**src/hw/rtl/i2cm_pkg.sv**
```systemverilog
`default_nettype none

package i2cm_pkg;

  // width of the quarter-phase tick divider
  localparam int TICK_COUNTER_WIDTH = 16;

  // configuration register widths and reset values
  localparam int QUARTER_PERIOD_W = 16;
  localparam int ACK_WAIT_LIMIT_W = 4;
  localparam int CFG_DATA_W       = 16;
  localparam int CFG_INDEX_W      = 1;
  localparam logic [QUARTER_PERIOD_W-1:0] QUARTER_PERIOD_RESET = 16'd250;
  localparam logic [ACK_WAIT_LIMIT_W-1:0] ACK_WAIT_LIMIT_RESET = 4'd10;

  // configuration register indexes
  localparam logic [CFG_INDEX_W-1:0] REG_QUARTER_PERIOD = 1'b0;
  localparam logic [CFG_INDEX_W-1:0] REG_ACK_WAIT_LIMIT = 1'b1;

  // command codes
  localparam logic [1:0] ACT_TICK  = 2'd0;
  localparam logic [1:0] ACT_WRITE = 2'd1;
  localparam logic [1:0] ACT_READ  = 2'd2;

  // error codes
  localparam logic [1:0] ERR_NONE       = 2'd0;
  localparam logic [1:0] ERR_ADDR_NACK  = 2'd1;
  localparam logic [1:0] ERR_INDEX_NACK = 2'd2;
  localparam logic [1:0] ERR_LATE_NACK  = 2'd3;

  // stream payload widths
  localparam int IN_TDATA_W  = 32;
  localparam int OUT_TDATA_W = 16;

  // live configuration
  typedef struct packed {
    logic [QUARTER_PERIOD_W-1:0] quarter_period;
    logic [ACK_WAIT_LIMIT_W-1:0] ack_wait_limit;
  } cfg_t;

  // one input tick
  typedef struct packed {
    logic       sda_in;
    logic [7:0] write_data;
    logic [7:0] reg_index;
    logic [6:0] device_addr;
    logic [1:0] action;
  } item_t;

  // one result, lowest field last so it packs into the low bits
  typedef struct packed {
    logic [1:0] error_code;
    logic [7:0] read_data;
    logic       done_res;
    logic       busy_res;
    logic       sda_release;
    logic       scl_release;
  } res_t;

endpackage

`default_nettype wire

```
**src/hw/rtl/i2c_master_register_access.sv**
```systemverilog
`default_nettype none

// I2C master for single-byte register reads and writes over open-drain SCL/SDA.
// Every input transaction is one system tick and yields exactly one registered
// result transaction, showing the line levels, status, last read byte and error
// code after that tick. A write runs START, address+W, index, data, STOP; a read
// runs START, address+W, index, repeated START, address+R, one byte NACKed,
// STOP. A missing ACK ends the transaction with an error code and a STOP. One
// tick is taken per clock cycle while the skid entry is empty: the whole bus
// state update is one registered pass, and a two-deep output buffer keeps the
// input side ready while one result waits.
// s_axis_tdata, low bit up: action[1:0], device_addr[8:2], reg_index[16:9],
// write_data[24:17], sda_in[25], zeros above.
// m_axis_tdata, low bit up: scl_release[0], sda_release[1], busy_res[2],
// done_res[3], read_data[11:4], error_code[13:12], zeros above.
// Registers: index 0 quarter_period (ticks per quarter bit, reset 250),
// index 1 ack_wait_limit (extra polls of the ACK quarter, reset 10).
module i2c_master_register_access (
  input  wire logic                                 clk,
  input  wire logic                                 rst,
  input  wire logic                                 s_axis_tvalid,
  output logic                                      s_axis_tready,
  // action, device_addr, reg_index, write_data, sda_in
  input  wire logic [i2cm_pkg::IN_TDATA_W-1:0]      s_axis_tdata,
  output logic                                      m_axis_tvalid,
  input  wire logic                                 m_axis_tready,
  // scl_release, sda_release, busy_res, done_res, read_data, error_code
  output logic [i2cm_pkg::OUT_TDATA_W-1:0]          m_axis_tdata,
  input  wire logic                                 cfg_we,
  input  wire logic [i2cm_pkg::CFG_INDEX_W-1:0]     cfg_index,
  input  wire logic [i2cm_pkg::CFG_DATA_W-1:0]      cfg_data
);

  localparam int ItemW = $bits(i2cm_pkg::item_t);
  localparam int ResW  = $bits(i2cm_pkg::res_t);

  i2cm_pkg::cfg_t  cfg;
  i2cm_pkg::item_t item;
  i2cm_pkg::res_t  res, out_res, skid_res;
  logic            accept, out_free, skid_valid;

  assign item          = i2cm_pkg::item_t'(s_axis_tdata[ItemW-1:0]);
  assign s_axis_tready = !skid_valid;
  assign accept        = s_axis_tvalid && s_axis_tready;
  assign out_free      = !m_axis_tvalid || m_axis_tready;
  assign m_axis_tdata  = {{(i2cm_pkg::OUT_TDATA_W - ResW){1'b0}}, out_res};

  // configuration registers
  always_ff @(posedge clk) begin
    if (rst) begin
      cfg.quarter_period <= i2cm_pkg::QUARTER_PERIOD_RESET;
      cfg.ack_wait_limit <= i2cm_pkg::ACK_WAIT_LIMIT_RESET;
    end else if (cfg_we) begin
      unique case (cfg_index)
        i2cm_pkg::REG_QUARTER_PERIOD: cfg.quarter_period <= cfg_data;
        i2cm_pkg::REG_ACK_WAIT_LIMIT:
          cfg.ack_wait_limit <= cfg_data[i2cm_pkg::ACK_WAIT_LIMIT_W-1:0];
        default: ;
      endcase
    end
  end

  i2cm_core u_core (
    .clk    (clk),
    .rst    (rst),
    .accept (accept),
    .item   (item),
    .cfg    (cfg),
    .res    (res)
  );

  // output register with a skid stage behind it
  always_ff @(posedge clk) begin
    if (rst) begin
      m_axis_tvalid <= 1'b0;
      skid_valid    <= 1'b0;
    end else if (out_free) begin
      if (skid_valid) begin
        m_axis_tvalid <= 1'b1;
        skid_valid    <= 1'b0;
      end else begin
        m_axis_tvalid <= accept;
      end
    end else if (accept) begin
      skid_valid <= 1'b1;
    end
  end

  always_ff @(posedge clk) begin
    if (out_free) begin
      out_res <= skid_valid ? skid_res : res;
    end
    if (!out_free && accept) begin
      skid_res <= res;
    end
  end

endmodule

`default_nettype wire

```
**src/hw/rtl/i2cm_core.sv**
```systemverilog
`default_nettype none

module i2cm_core (
  input  wire logic            clk,
  input  wire logic            rst,
  input  wire logic            accept,
  input  wire i2cm_pkg::item_t item,
  input  wire i2cm_pkg::cfg_t  cfg,
  output i2cm_pkg::res_t       res
);

  localparam int TickW = i2cm_pkg::TICK_COUNTER_WIDTH;
  localparam int LimW  = ((TickW > i2cm_pkg::QUARTER_PERIOD_W) ?
                          TickW : i2cm_pkg::QUARTER_PERIOD_W) + 1;

  typedef enum logic [3:0] {
    PH_IDLE, PH_START, PH_ADDR, PH_ADDR_ACK, PH_INDEX, PH_INDEX_ACK,
    PH_RSTART, PH_RADDR, PH_RADDR_ACK, PH_DATA, PH_DATA_ACK, PH_RECV,
    PH_MNACK, PH_STOP
  } phase_t;

  phase_t             phase, phase_next;
  logic [1:0]         quarter, quarter_next;
  logic [TickW-1:0]   tick_count, tick_count_next;
  logic [2:0]         bit_count, bit_count_next;
  logic [7:0]         shift_byte, shift_byte_next;
  logic [3:0]         ack_wait_count, ack_wait_count_next;
  logic               cmd_read, cmd_read_next;
  logic [6:0]         cmd_addr, cmd_addr_next;
  logic [7:0]         cmd_index, cmd_index_next;
  logic [7:0]         cmd_data, cmd_data_next;
  logic [7:0]         read_byte, read_byte_next;
  logic [1:0]         error_latch, error_latch_next;
  logic               done_next;

  logic [LimW-1:0]    qp_ext, cap, limit, tick_inc;
  logic               tick_end;
  logic [7:0]         recv_shift;
  logic               inner;

  // quarter length: zero counts as one, clipped to the counter range
  always_comb begin
    qp_ext   = LimW'(cfg.quarter_period);
    cap      = LimW'(1) << TickW;
    if (cfg.quarter_period == '0) begin
      limit = LimW'(1);
    end else if (qp_ext > cap) begin
      limit = cap;
    end else begin
      limit = qp_ext;
    end
    tick_inc = LimW'(tick_count) + LimW'(1);
    tick_end = (tick_inc >= limit);
  end

  assign recv_shift = (quarter == 2'd1) ? {shift_byte[6:0], item.sda_in} : shift_byte;

  // next bus state for this tick
  always_comb begin
    phase_next          = phase;
    quarter_next        = quarter;
    tick_count_next     = tick_count;
    bit_count_next      = bit_count;
    shift_byte_next     = shift_byte;
    ack_wait_count_next = ack_wait_count;
    cmd_read_next       = cmd_read;
    cmd_addr_next       = cmd_addr;
    cmd_index_next      = cmd_index;
    cmd_data_next       = cmd_data;
    read_byte_next      = read_byte;
    error_latch_next    = error_latch;
    done_next           = 1'b0;

    if (phase == PH_IDLE) begin
      if (item.action == i2cm_pkg::ACT_WRITE || item.action == i2cm_pkg::ACT_READ) begin
        cmd_read_next       = (item.action == i2cm_pkg::ACT_READ);
        cmd_addr_next       = item.device_addr;
        cmd_index_next      = item.reg_index;
        cmd_data_next       = item.write_data;
        phase_next          = PH_START;
        quarter_next        = 2'd0;
        tick_count_next     = '0;
        bit_count_next      = 3'd0;
        ack_wait_count_next = 4'd0;
        error_latch_next    = i2cm_pkg::ERR_NONE;
        if (item.action == i2cm_pkg::ACT_READ) begin
          read_byte_next = 8'd0;
        end
      end
    end else if (!tick_end) begin
      tick_count_next = tick_count + TickW'(1);
    end else begin
      tick_count_next = '0;
      unique case (phase)
        PH_START, PH_RSTART: begin
          if (quarter != 2'd3) begin
            quarter_next = quarter + 2'd1;
          end else begin
            quarter_next   = 2'd0;
            bit_count_next = 3'd0;
            if (phase == PH_START) begin
              phase_next      = PH_ADDR;
              shift_byte_next = {cmd_addr, 1'b0};
            end else begin
              phase_next      = PH_RADDR;
              shift_byte_next = {cmd_addr, 1'b1};
            end
          end
        end
        PH_ADDR, PH_INDEX, PH_RADDR, PH_DATA: begin
          if (quarter != 2'd3) begin
            quarter_next = quarter + 2'd1;
          end else begin
            quarter_next    = 2'd0;
            shift_byte_next = {shift_byte[6:0], 1'b0};
            if (bit_count == 3'd7) begin
              bit_count_next      = 3'd0;
              ack_wait_count_next = 4'd0;
              unique case (phase)
                PH_ADDR:  phase_next = PH_ADDR_ACK;
                PH_INDEX: phase_next = PH_INDEX_ACK;
                PH_RADDR: phase_next = PH_RADDR_ACK;
                default:  phase_next = PH_DATA_ACK;
              endcase
            end else begin
              bit_count_next = bit_count + 3'd1;
            end
          end
        end
        PH_ADDR_ACK, PH_INDEX_ACK, PH_RADDR_ACK, PH_DATA_ACK: begin
          if (quarter == 2'd2) begin
            // poll the acknowledge, stretching this quarter while sda is high
            if (!item.sda_in) begin
              quarter_next = 2'd3;
            end else if (ack_wait_count < cfg.ack_wait_limit) begin
              ack_wait_count_next = ack_wait_count + 4'd1;
            end else begin
              unique case (phase)
                PH_ADDR_ACK:  error_latch_next = i2cm_pkg::ERR_ADDR_NACK;
                PH_INDEX_ACK: error_latch_next = i2cm_pkg::ERR_INDEX_NACK;
                default:      error_latch_next = i2cm_pkg::ERR_LATE_NACK;
              endcase
              quarter_next = 2'd3;
            end
          end else if (quarter != 2'd3) begin
            quarter_next = quarter + 2'd1;
          end else begin
            quarter_next = 2'd0;
            if (error_latch != i2cm_pkg::ERR_NONE) begin
              phase_next = PH_STOP;
            end else begin
              unique case (phase)
                PH_ADDR_ACK: begin
                  phase_next      = PH_INDEX;
                  shift_byte_next = cmd_index;
                  bit_count_next  = 3'd0;
                end
                PH_INDEX_ACK: begin
                  if (cmd_read) begin
                    phase_next = PH_RSTART;
                  end else begin
                    phase_next      = PH_DATA;
                    shift_byte_next = cmd_data;
                    bit_count_next  = 3'd0;
                  end
                end
                PH_RADDR_ACK: begin
                  phase_next      = PH_RECV;
                  shift_byte_next = 8'd0;
                  bit_count_next  = 3'd0;
                end
                default: phase_next = PH_STOP;
              endcase
            end
          end
        end
        PH_RECV: begin
          shift_byte_next = recv_shift;
          if (quarter != 2'd3) begin
            quarter_next = quarter + 2'd1;
          end else begin
            quarter_next = 2'd0;
            if (bit_count == 3'd7) begin
              bit_count_next = 3'd0;
              read_byte_next = recv_shift;
              phase_next     = PH_MNACK;
            end else begin
              bit_count_next = bit_count + 3'd1;
            end
          end
        end
        PH_MNACK: begin
          if (quarter != 2'd3) begin
            quarter_next = quarter + 2'd1;
          end else begin
            quarter_next = 2'd0;
            phase_next   = PH_STOP;
          end
        end
        PH_STOP: begin
          if (quarter != 2'd3) begin
            quarter_next = quarter + 2'd1;
          end else begin
            quarter_next = 2'd0;
            phase_next   = PH_IDLE;
            done_next    = 1'b1;
          end
        end
        default: begin
          phase_next   = PH_IDLE;
          quarter_next = 2'd0;
        end
      endcase
    end
  end

  // line levels and status for the state after this tick
  always_comb begin
    inner           = (quarter_next == 2'd1) || (quarter_next == 2'd2);
    res.busy_res    = (phase_next != PH_IDLE);
    res.done_res    = done_next;
    res.read_data   = read_byte_next;
    res.error_code  = error_latch_next;
    unique case (phase_next)
      PH_START: begin
        res.scl_release = (quarter_next != 2'd3);
        res.sda_release = (quarter_next < 2'd2);
      end
      PH_RSTART: begin
        res.scl_release = inner;
        res.sda_release = (quarter_next < 2'd2);
      end
      PH_ADDR, PH_INDEX, PH_RADDR, PH_DATA: begin
        res.scl_release = inner;
        res.sda_release = shift_byte_next[7];
      end
      PH_ADDR_ACK, PH_INDEX_ACK, PH_RADDR_ACK, PH_DATA_ACK, PH_RECV, PH_MNACK: begin
        res.scl_release = inner;
        res.sda_release = 1'b1;
      end
      PH_STOP: begin
        res.scl_release = (quarter_next != 2'd0);
        res.sda_release = (quarter_next >= 2'd2);
      end
      default: begin
        res.scl_release = 1'b1;
        res.sda_release = 1'b1;
      end
    endcase
  end

  // bus state advances once per accepted tick
  always_ff @(posedge clk) begin
    if (rst) begin
      phase          <= PH_IDLE;
      quarter        <= 2'd0;
      tick_count     <= '0;
      bit_count      <= 3'd0;
      shift_byte     <= 8'd0;
      ack_wait_count <= 4'd0;
      cmd_read       <= 1'b0;
      cmd_addr       <= 7'd0;
      cmd_index      <= 8'd0;
      cmd_data       <= 8'd0;
      read_byte      <= 8'd0;
      error_latch    <= i2cm_pkg::ERR_NONE;
    end else if (accept) begin
      phase          <= phase_next;
      quarter        <= quarter_next;
      tick_count     <= tick_count_next;
      bit_count      <= bit_count_next;
      shift_byte     <= shift_byte_next;
      ack_wait_count <= ack_wait_count_next;
      cmd_read       <= cmd_read_next;
      cmd_addr       <= cmd_addr_next;
      cmd_index      <= cmd_index_next;
      cmd_data       <= cmd_data_next;
      read_byte      <= read_byte_next;
      error_latch    <= error_latch_next;
    end
  end

endmodule

`default_nettype wire

```
**config.mk**
```make
export PLATFORM = sky130hd
export DESIGN_NAME = i2c_master_register_access
export DESIGN_NICKNAME = d
export VERILOG_FILES = /design/src/hw/rtl/i2cm_pkg.sv /design/src/hw/rtl/i2c_master_register_access.sv /design/src/hw/rtl/i2cm_core.sv
export SDC_FILE = /design/constraint.sdc
export NUM_CORES = 1
export LEC_CHECK = 0
export CAP_MARGIN = 20
export CORE_MARGIN = 1
export CORE_UTILIZATION = 45
export CTS_BUF_LIST = sky130_fd_sc_hd__clkbuf_4 sky130_fd_sc_hd__clkbuf_8 sky130_fd_sc_hd__clkbuf_16
export DETAILED_ROUTE_END_ITERATION = 7
export DONT_BUFFER_PORTS = 1
export PLACE_DENSITY_LB_ADDON = 0.25
export SKIP_LAST_GASP = 1
export SYNTH_ARGS = -nofsm -noshare
export SYNTH_HDL_FRONTEND = slang
export SYNTH_SLANG_ARGS = --single-unit
```
**constraint.sdc**
```tcl
create_clock -name clk -period 7.77 [get_ports clk]
set_input_delay 1.554 -clock clk [delete_from_list [all_inputs] [get_ports clk]]
set_output_delay 1.554 -clock clk [all_outputs]
set_load 0.02 [all_outputs]
```
Word level (Yosys, flattened, before mapping)
Cells that the tools add are included.
W data, S select, Z words.
{"block": "totals", "ff_bits": 121, "latch_bits": 0, "ram_bits": 0, "mem_bits_ro": 0, "inputBits": 54, "output_inout_bits": 18, "elab_cells": 215, "n_memories": 0}
{"block": "classes", "add_sub_neg": 5, "n_mul": 0, "n_div": 0, "order_cmp": 5, "n_eq_ne": 55, "shift": 0, "muxes": 86, "bitwise_logic": 2, "n_reduce_logical": 33}
{"cell": "$mux W8", "n": 16}
{"cell": "$mux W4", "n": 22}
{"cell": "$eq A4 B4 Y1 const B", "n": 12}
{"cell": "$mux W16", "n": 3}
{"cell": "$mux W17", "n": 2}
{"cell": "$mux W3", "n": 11}
{"cell": "$eq A4 B3 Y1 const B", "n": 8}
{"cell": "$pmux W8 S4", "n": 1}
{"cell": "$mux W2", "n": 14}
{"cell": "$pmux W4 S3", "n": 2}
{"cell": "$pmux W4 S6", "n": 1}
{"cell": "$pmux W8 S3", "n": 1}
{"cell": "$reduce_and A11 Y1", "n": 2}
{"cell": "$ne A3 B2 Y1 const B", "n": 7}
{"cell": "$add A16 B1 Y17 const B", "n": 1}
{"cell": "$ge A17 B17 Y1", "n": 1}
{"cell": "$gt A16 B17 Y1 const B", "n": 1}
{"cell": "$add A16 B1 Y16 const B", "n": 1}
{"cell": "$eq A4 B2 Y1 const B", "n": 4}
{"cell": "$logic_not A16 Y1", "n": 1}
{"cell": "$ne A2 B2 Y1 const B", "n": 8}
{"cell": "$mux W14", "n": 1}
{"cell": "$reduce_bool A4 Y1", "n": 3}
{"cell": "$reduce_or A4 Y1", "n": 3}
{"cell": "other kinds (35)", "n": 60}

Depth between registers and ports, before layout
{"block": "depth", "ltp_word": 12, "ltp_mapped": 19, "mapped_depth_nobuf": 18}

By module
A second synthesis with hierarchy kept.
{"block": "hier_totals", "hier_cells": 833, "area_unflattened_um2": 7141.8}
{"mod": "i2cm_core", "instances": 1, "cells_per_inst": 693, "area_each_um2": 5175.0, "seq_area_each_um2": 1421.4}
{"mod": "i2c_master_register_access", "instances": 1, "cells_per_inst": 140, "area_each_um2": 1966.9, "seq_area_each_um2": 1281.2}

Worst setup path before layout
No wires, ideal clock.
{"block": "synth_timing", "kind": "reg2reg", "from": "register u_core.tick_count[0]", "to": "register out_res (netlist bit m_axis_tdata[0]) (data pin)", "setup_time_ns": 0.263, "t_arrival_ns": 3.736, "t_required_ns": 7.507, "setup_slack_ns": 3.771, "path_stages_with_launch": 18, "path_buffers": 1, "synth_period_minus_slack_ns": 3.999, "cell_sequence": "dfxtp_1 > ha_1 > and3_1 > and3_1 > buf_2 > nand2_1 > xnor2_1 > ha_1 > nand4_1 > o41ai_4 > a41oi_4 > a2111oi_0 > nor2_1 > inv_1 > ha_1 > a221oi_1 > o31a_1 > o31ai_1"}
{"block": "synth_via", "elab_chain_cells": 8, "word_cells_on_any_way": 28, "classes_between": "add/sub (1); order compare (1); eq/ne (16); mux (6); reduce/logical (4)"}
{"element": "from (decl)", "line_no": "i2cm_core.sv:24", "rtl": "logic [TickW-1:0] tick_count, tick_count_next;"}
{"element": "from (signal assigned)", "line_no": "i2cm_core.sv:270", "rtl": "tick_count <= tick_count_next;"}
{"element": "$add A16 B1 Y17 *", "line_no": "i2cm_core.sv:52", "rtl": "tick_inc = LimW'(tick_count) + LimW'(1);"}
{"element": "$ge A17 B17 Y1 *", "line_no": "i2cm_core.sv:53", "rtl": "tick_end = (tick_inc >= limit);"}
{"element": "$mux W2 *", "line_no": "i2cm_core.sv:90", "rtl": "end else if (!tick_end) begin"}
{"element": "$mux W2 *", "line_no": "i2cm_core.sv:74", "rtl": "if (phase == PH_IDLE) begin"}
{"element": "via u_core.quarter_next[1]", "line_no": "i2cm_core.sv:23", "rtl": "logic [1:0] quarter, quarter_next;"}
{"element": "$eq A2 B1 Y1 or $eq A2 B2 Y1 (tied branches)", "line_no": "i2cm_core.sv:219", "rtl": "inner = (quarter_next == 2'd1) || (quarter_next == 2'd2);"}
{"element": "$logic_or A1 B1 Y1", "line_no": "i2cm_core.sv:219"}
{"element": "$pmux W2 S5 *", "line_no": "i2cm_core.sv:224", "rtl": "unique case (phase_next)"}
{"element": "$mux W14 *", "line_no": "i2c_master_register_access.sv:91", "rtl": "out_res <= skid_valid ? skid_res : res;"}
{"element": "to (signal assigned)", "line_no": "i2c_master_register_access.sv:91"}
{"element": "to (decl)", "line_no": "i2c_master_register_access.sv:39", "rtl": "i2cm_pkg::res_t res, out_res, skid_res;"}
Mark *: on every way through the listed nets, which the timed path passes. The rest lies on a longest branch.
A chain may end at the register's enable or synchronous reset.

Worst setup path after layout
{"block": "layout_timing", "from": "register u_core.tick_count[0]", "to": "register u_core.read_byte[0]"}
{"block": "layout_via", "elab_chain_cells": 4}
{"element": "$add A16 B1 Y17", "line_no": "i2cm_core.sv:52"}
{"element": "$ge A17 B17 Y1", "line_no": "i2cm_core.sv:53"}
{"element": "$mux W8", "line_no": "i2cm_core.sv:90"}
{"element": "$mux W8", "line_no": "i2cm_core.sv:74"}
{"element": "to (signal assigned)", "line_no": "i2cm_core.sv:278", "rtl": "read_byte <= read_byte_next;"}
{"element": "to (decl)", "line_no": "i2cm_core.sv:32", "rtl": "logic [7:0] read_byte, read_byte_next;"}
Every way passes these cells.

==> run summary <==
Final Slew Violations -> 0
Most used DFF post-synth -> dfxtp_1
post-synthesis mux area share -> 4.55%
unrepaired setup endpoints after global routing -> false
relative slew slack -> 28.6%
Worst R2R Setup Slack -> 2.69 ns
Post-Layout Cell Count -> 975
overflow left after global routing -> 0
Post-Route WL -> 16500 um
Worst Path Arrival -> 5.44 ns
Chip Width -> 125 um
Initial Util -> 46.4%
vias in the first global route -> 5430
simple-gate share of the synthesized area -> 21.0%
WS Path Type -> flip-flop to flip-flop
Synth Area in Compound Gates -> 22.2%
Least-Margin Pin Slew -> 1.06 ns
nature of the critical path endpoint -> flip-flop
Clock Path Buffers -> 2
row count -> 44
Seq/Total Area, Yosys -> 39.9%
layout cell share with drive strength beyond 1 -> 8.34%
routed len/inst -> 17.0 um
DRT iter0 DRCs -> 441
Syn Inst Count -> 797
largest net degree at the start of global routing -> 94
drt pass-1 iters -> 5
FMAX -> 197 MHz
min cycle time layout -> 5.08 ns
Final Hold Fails -> 0
CTS Buf Count -> 17
Lkg Pwr -> 2.91 nW
Worst Skew -> 0.00832 ns
YS warnings -> 0
setup TNS -> 0 ns
Req. time, crit path -> 8.12 ns
Hold Crit Class -> flip-flop to flip-flop
Synth Area in XOR/XNOR -> 1.94%
FFs w/ async S/R, synth -> 0%
fin worst setup slack -> 2.69 ns
combinational family with the most area after synthesis -> compound AO/OA/AOI/OAI gates
run status -> complete, no violations
RePlAce Congestion -> 0.902
syn_area_per_cell -> 8.49 um2
n_diodes -> 0
IO Pins -> 72
CTS root buffer -> clkbuf_16
initial antenna violation count -> 0
hpwl dp -> 11600 um
post-CTS resize count -> 0
Synth Cell Area -> 6770 um2
vias -> 5763
vias per std cell -> 5.91
number of synthesized register bits -> 121
Layout area overhead -> 9.96%
CTS clk-pin slew, worst paths -> 0.06 ns
placed insts -> 941
pre-CTS setup slack -> 2.75 ns
Power Dens Cells -> 221 nW/um2
Post-synth EDFFs -> 28
Critical Path Source Type -> flip-flop
global-route wire length before repair -> 27100 um
Worst-Skew Late Latency -> 0.42 ns
DRC -> 0
synth unique cells -> 81
Die Footprint -> 15500 um2
Post-DRT Antenna Nets -> 0
gr usage total -> 21.6%
postcts setup bufs -> 0
Net count, final -> 861
Adder-Cell Fraction of Synth Area -> 5.36%
clock sinks -> 121
H-tree Lvls -> 4
# setup viols final -> 0
max_cap viols -> 0
CTS tree -> built
Peak supply drop -> 151 uV
CTS hold repair buffers -> 0
core area -> 14600 um2
I/O Buffers -> 0
Max FO, Critical Path -> 14
fin crit share -> 65.4%
Die Y -> 125 um
[cell usage in the layout (no fill, tap or decap), drive strengths merged, types with 4 or more instances in the layout]
cell / n
nand3: 16
mux2: 14
a211oi: 8
a21oi: 68
xor2: 4
and3: 6
nor2b: 10
buf: 7
nand2: 122
and2: 5
nor4: 5
a221o: 9
o21ai: 35
clkbuf: 19
a21o: 6
nand2b: 8
a221oi: 5
clkinv: 7
nand4: 7
edfxtp: 28
a22oi: 21
a211o: 8
nor2: 82
inv: 33
o21a: 4
mux2i: 15
dfxtp: 93
and4: 4
ha: 29
xnor2: 11
or2: 4
nor3: 25
a22o: 10
[metrics by stage]
| step | cell area [um2] | util (%) | power (mW) | hold WS, ns |
|---|---|---|---|---|
| after floorplan | 6770 | - | 0.838 | 0.435 |
| after global placement | 6840 | 46.9 | 0.865 | 0.437 |
| after detailed placement | 6840 | 46.9 | 0.870 | 0.442 |
| after CTS | 7430 | 50.9 | 1.65 | 0.450 |
| after global routing | 7440 | 51.0 | 1.71 | 0.471 |
| final | 7440 | 51.0 | 1.65 | 0.450 |
[synthesized netlist by cell type (8+ instances only)]
cell | number | area [um2]
nand2_1 | 122 | 458
dfxtp_1 | 93 | 1860
nor2_1 | 82 | 308
a21oi_1 | 67 | 335
o21ai_0 | 35 | 175
inv_1 | 32 | 120
ha_1 | 29 | 363
edfxtp_1 | 28 | 841
clkbuf_1 | 26 | 97.6
nor3_1 | 25 | 125
a22oi_1 | 21 | 158
nand3_1 | 16 | 80.1
mux2i_1 | 15 | 150
buf_2 | 14 | 70.1
mux2_2 | 14 | 158
xnor2_1 | 11 | 96.3
a22o_1 | 10 | 87.6
nor2b_1 | 10 | 62.6
a221o_1 | 9 | 90.1
a211o_1 | 8 | 70.1
a211oi_1 | 8 | 60.1
nand2b_1 | 8 | 50.1
[state kept, by name, indices dropped and copies added (netlist names), 2 cells and up]
name	count
cfg	20
u_core.tick_count	16
m_axis_tdata	14
skid_res	14
u_core.cmd_data	8
u_core.cmd_index	8
u_core.read_byte	8
u_core.shift_byte	8
u_core.cmd_addr	7
u_core.ack_wait_count	4
u_core.phase	4
u_core.bit_count	3
u_core.error_latch	2
u_core.quarter	2
[report_power, final]
| part | switching [mW] | leakage, nW | total (mW) | internal [mW] |
|---|---|---|---|---|
| clock | 0.283 | 0.282 | 0.785 | 0.502 |
| combinational | 0.103 | 1.58 | 0.163 | 0.0594 |
| sequential | 0.0278 | 1.05 | 0.698 | 0.670 |
[worst paths after layout]
path,startpoint,end,depth (start not counted)
max,u_core.tick_count[0],u_core.read_byte[0],15
min reg2reg,cfg[2],cfg[2],2
max reg2reg,u_core.tick_count[0],u_core.read_byte[0],15
min,cfg[2],cfg[2],2
[worst max-delay path, stage by stage (launching register included)]
cell	delay, ns
dfxtp_1	0.41
ha_1	0.21
and3_1	0.19
and3_1	0.41
nand3_1	0.14
xnor2_1	0.30
ha_1	0.30
nand4_1	0.19
nor3_1	0.08
o31ai_1	0.41
a21oi_1	0.24
o211ai_1	0.84
a21boi_1	0.64
nand2b_1	0.37
a22oi_1	0.14
nor2_1	0.12
[layout make-up]
class                   count  area (um2)
fillers                  1328        7150
multi-input cells         598        3740
flip-flops and latches    121        2700
clock buffers              18         433
well taps                 184         230
clock inverters            14         156
inverters                  32         120
repair buffers              8        61.3
[per-layer routing]
| metal | routed length, um | GRT usage (%) | vias up | share of wire [%] |
|---|---|---|---|---|
| li1 | - | - | 2834 | - |
| met1 | 7850 | 29.9 | 2747 | 47 |
| met2 | 7460 | 32.5 | 157 | 45 |
| met3 | 932 | 4.73 | 25 | 5.6 |
| met4 | 294 | 9.00 | 0 | 1.8 |
| met5 | 0 | 0 | - | 0 |
[logic make-up after synthesis]
logic type,count (synthesis)
muxes,29
AOI/OAI and AO/OA,214
buffers and inverters,79
DFF,121
other,1
xor gates and xnor gates,15
adders and majority gates,29
and+or+nand+nor,309
Power figures use the tool's default switching activity.
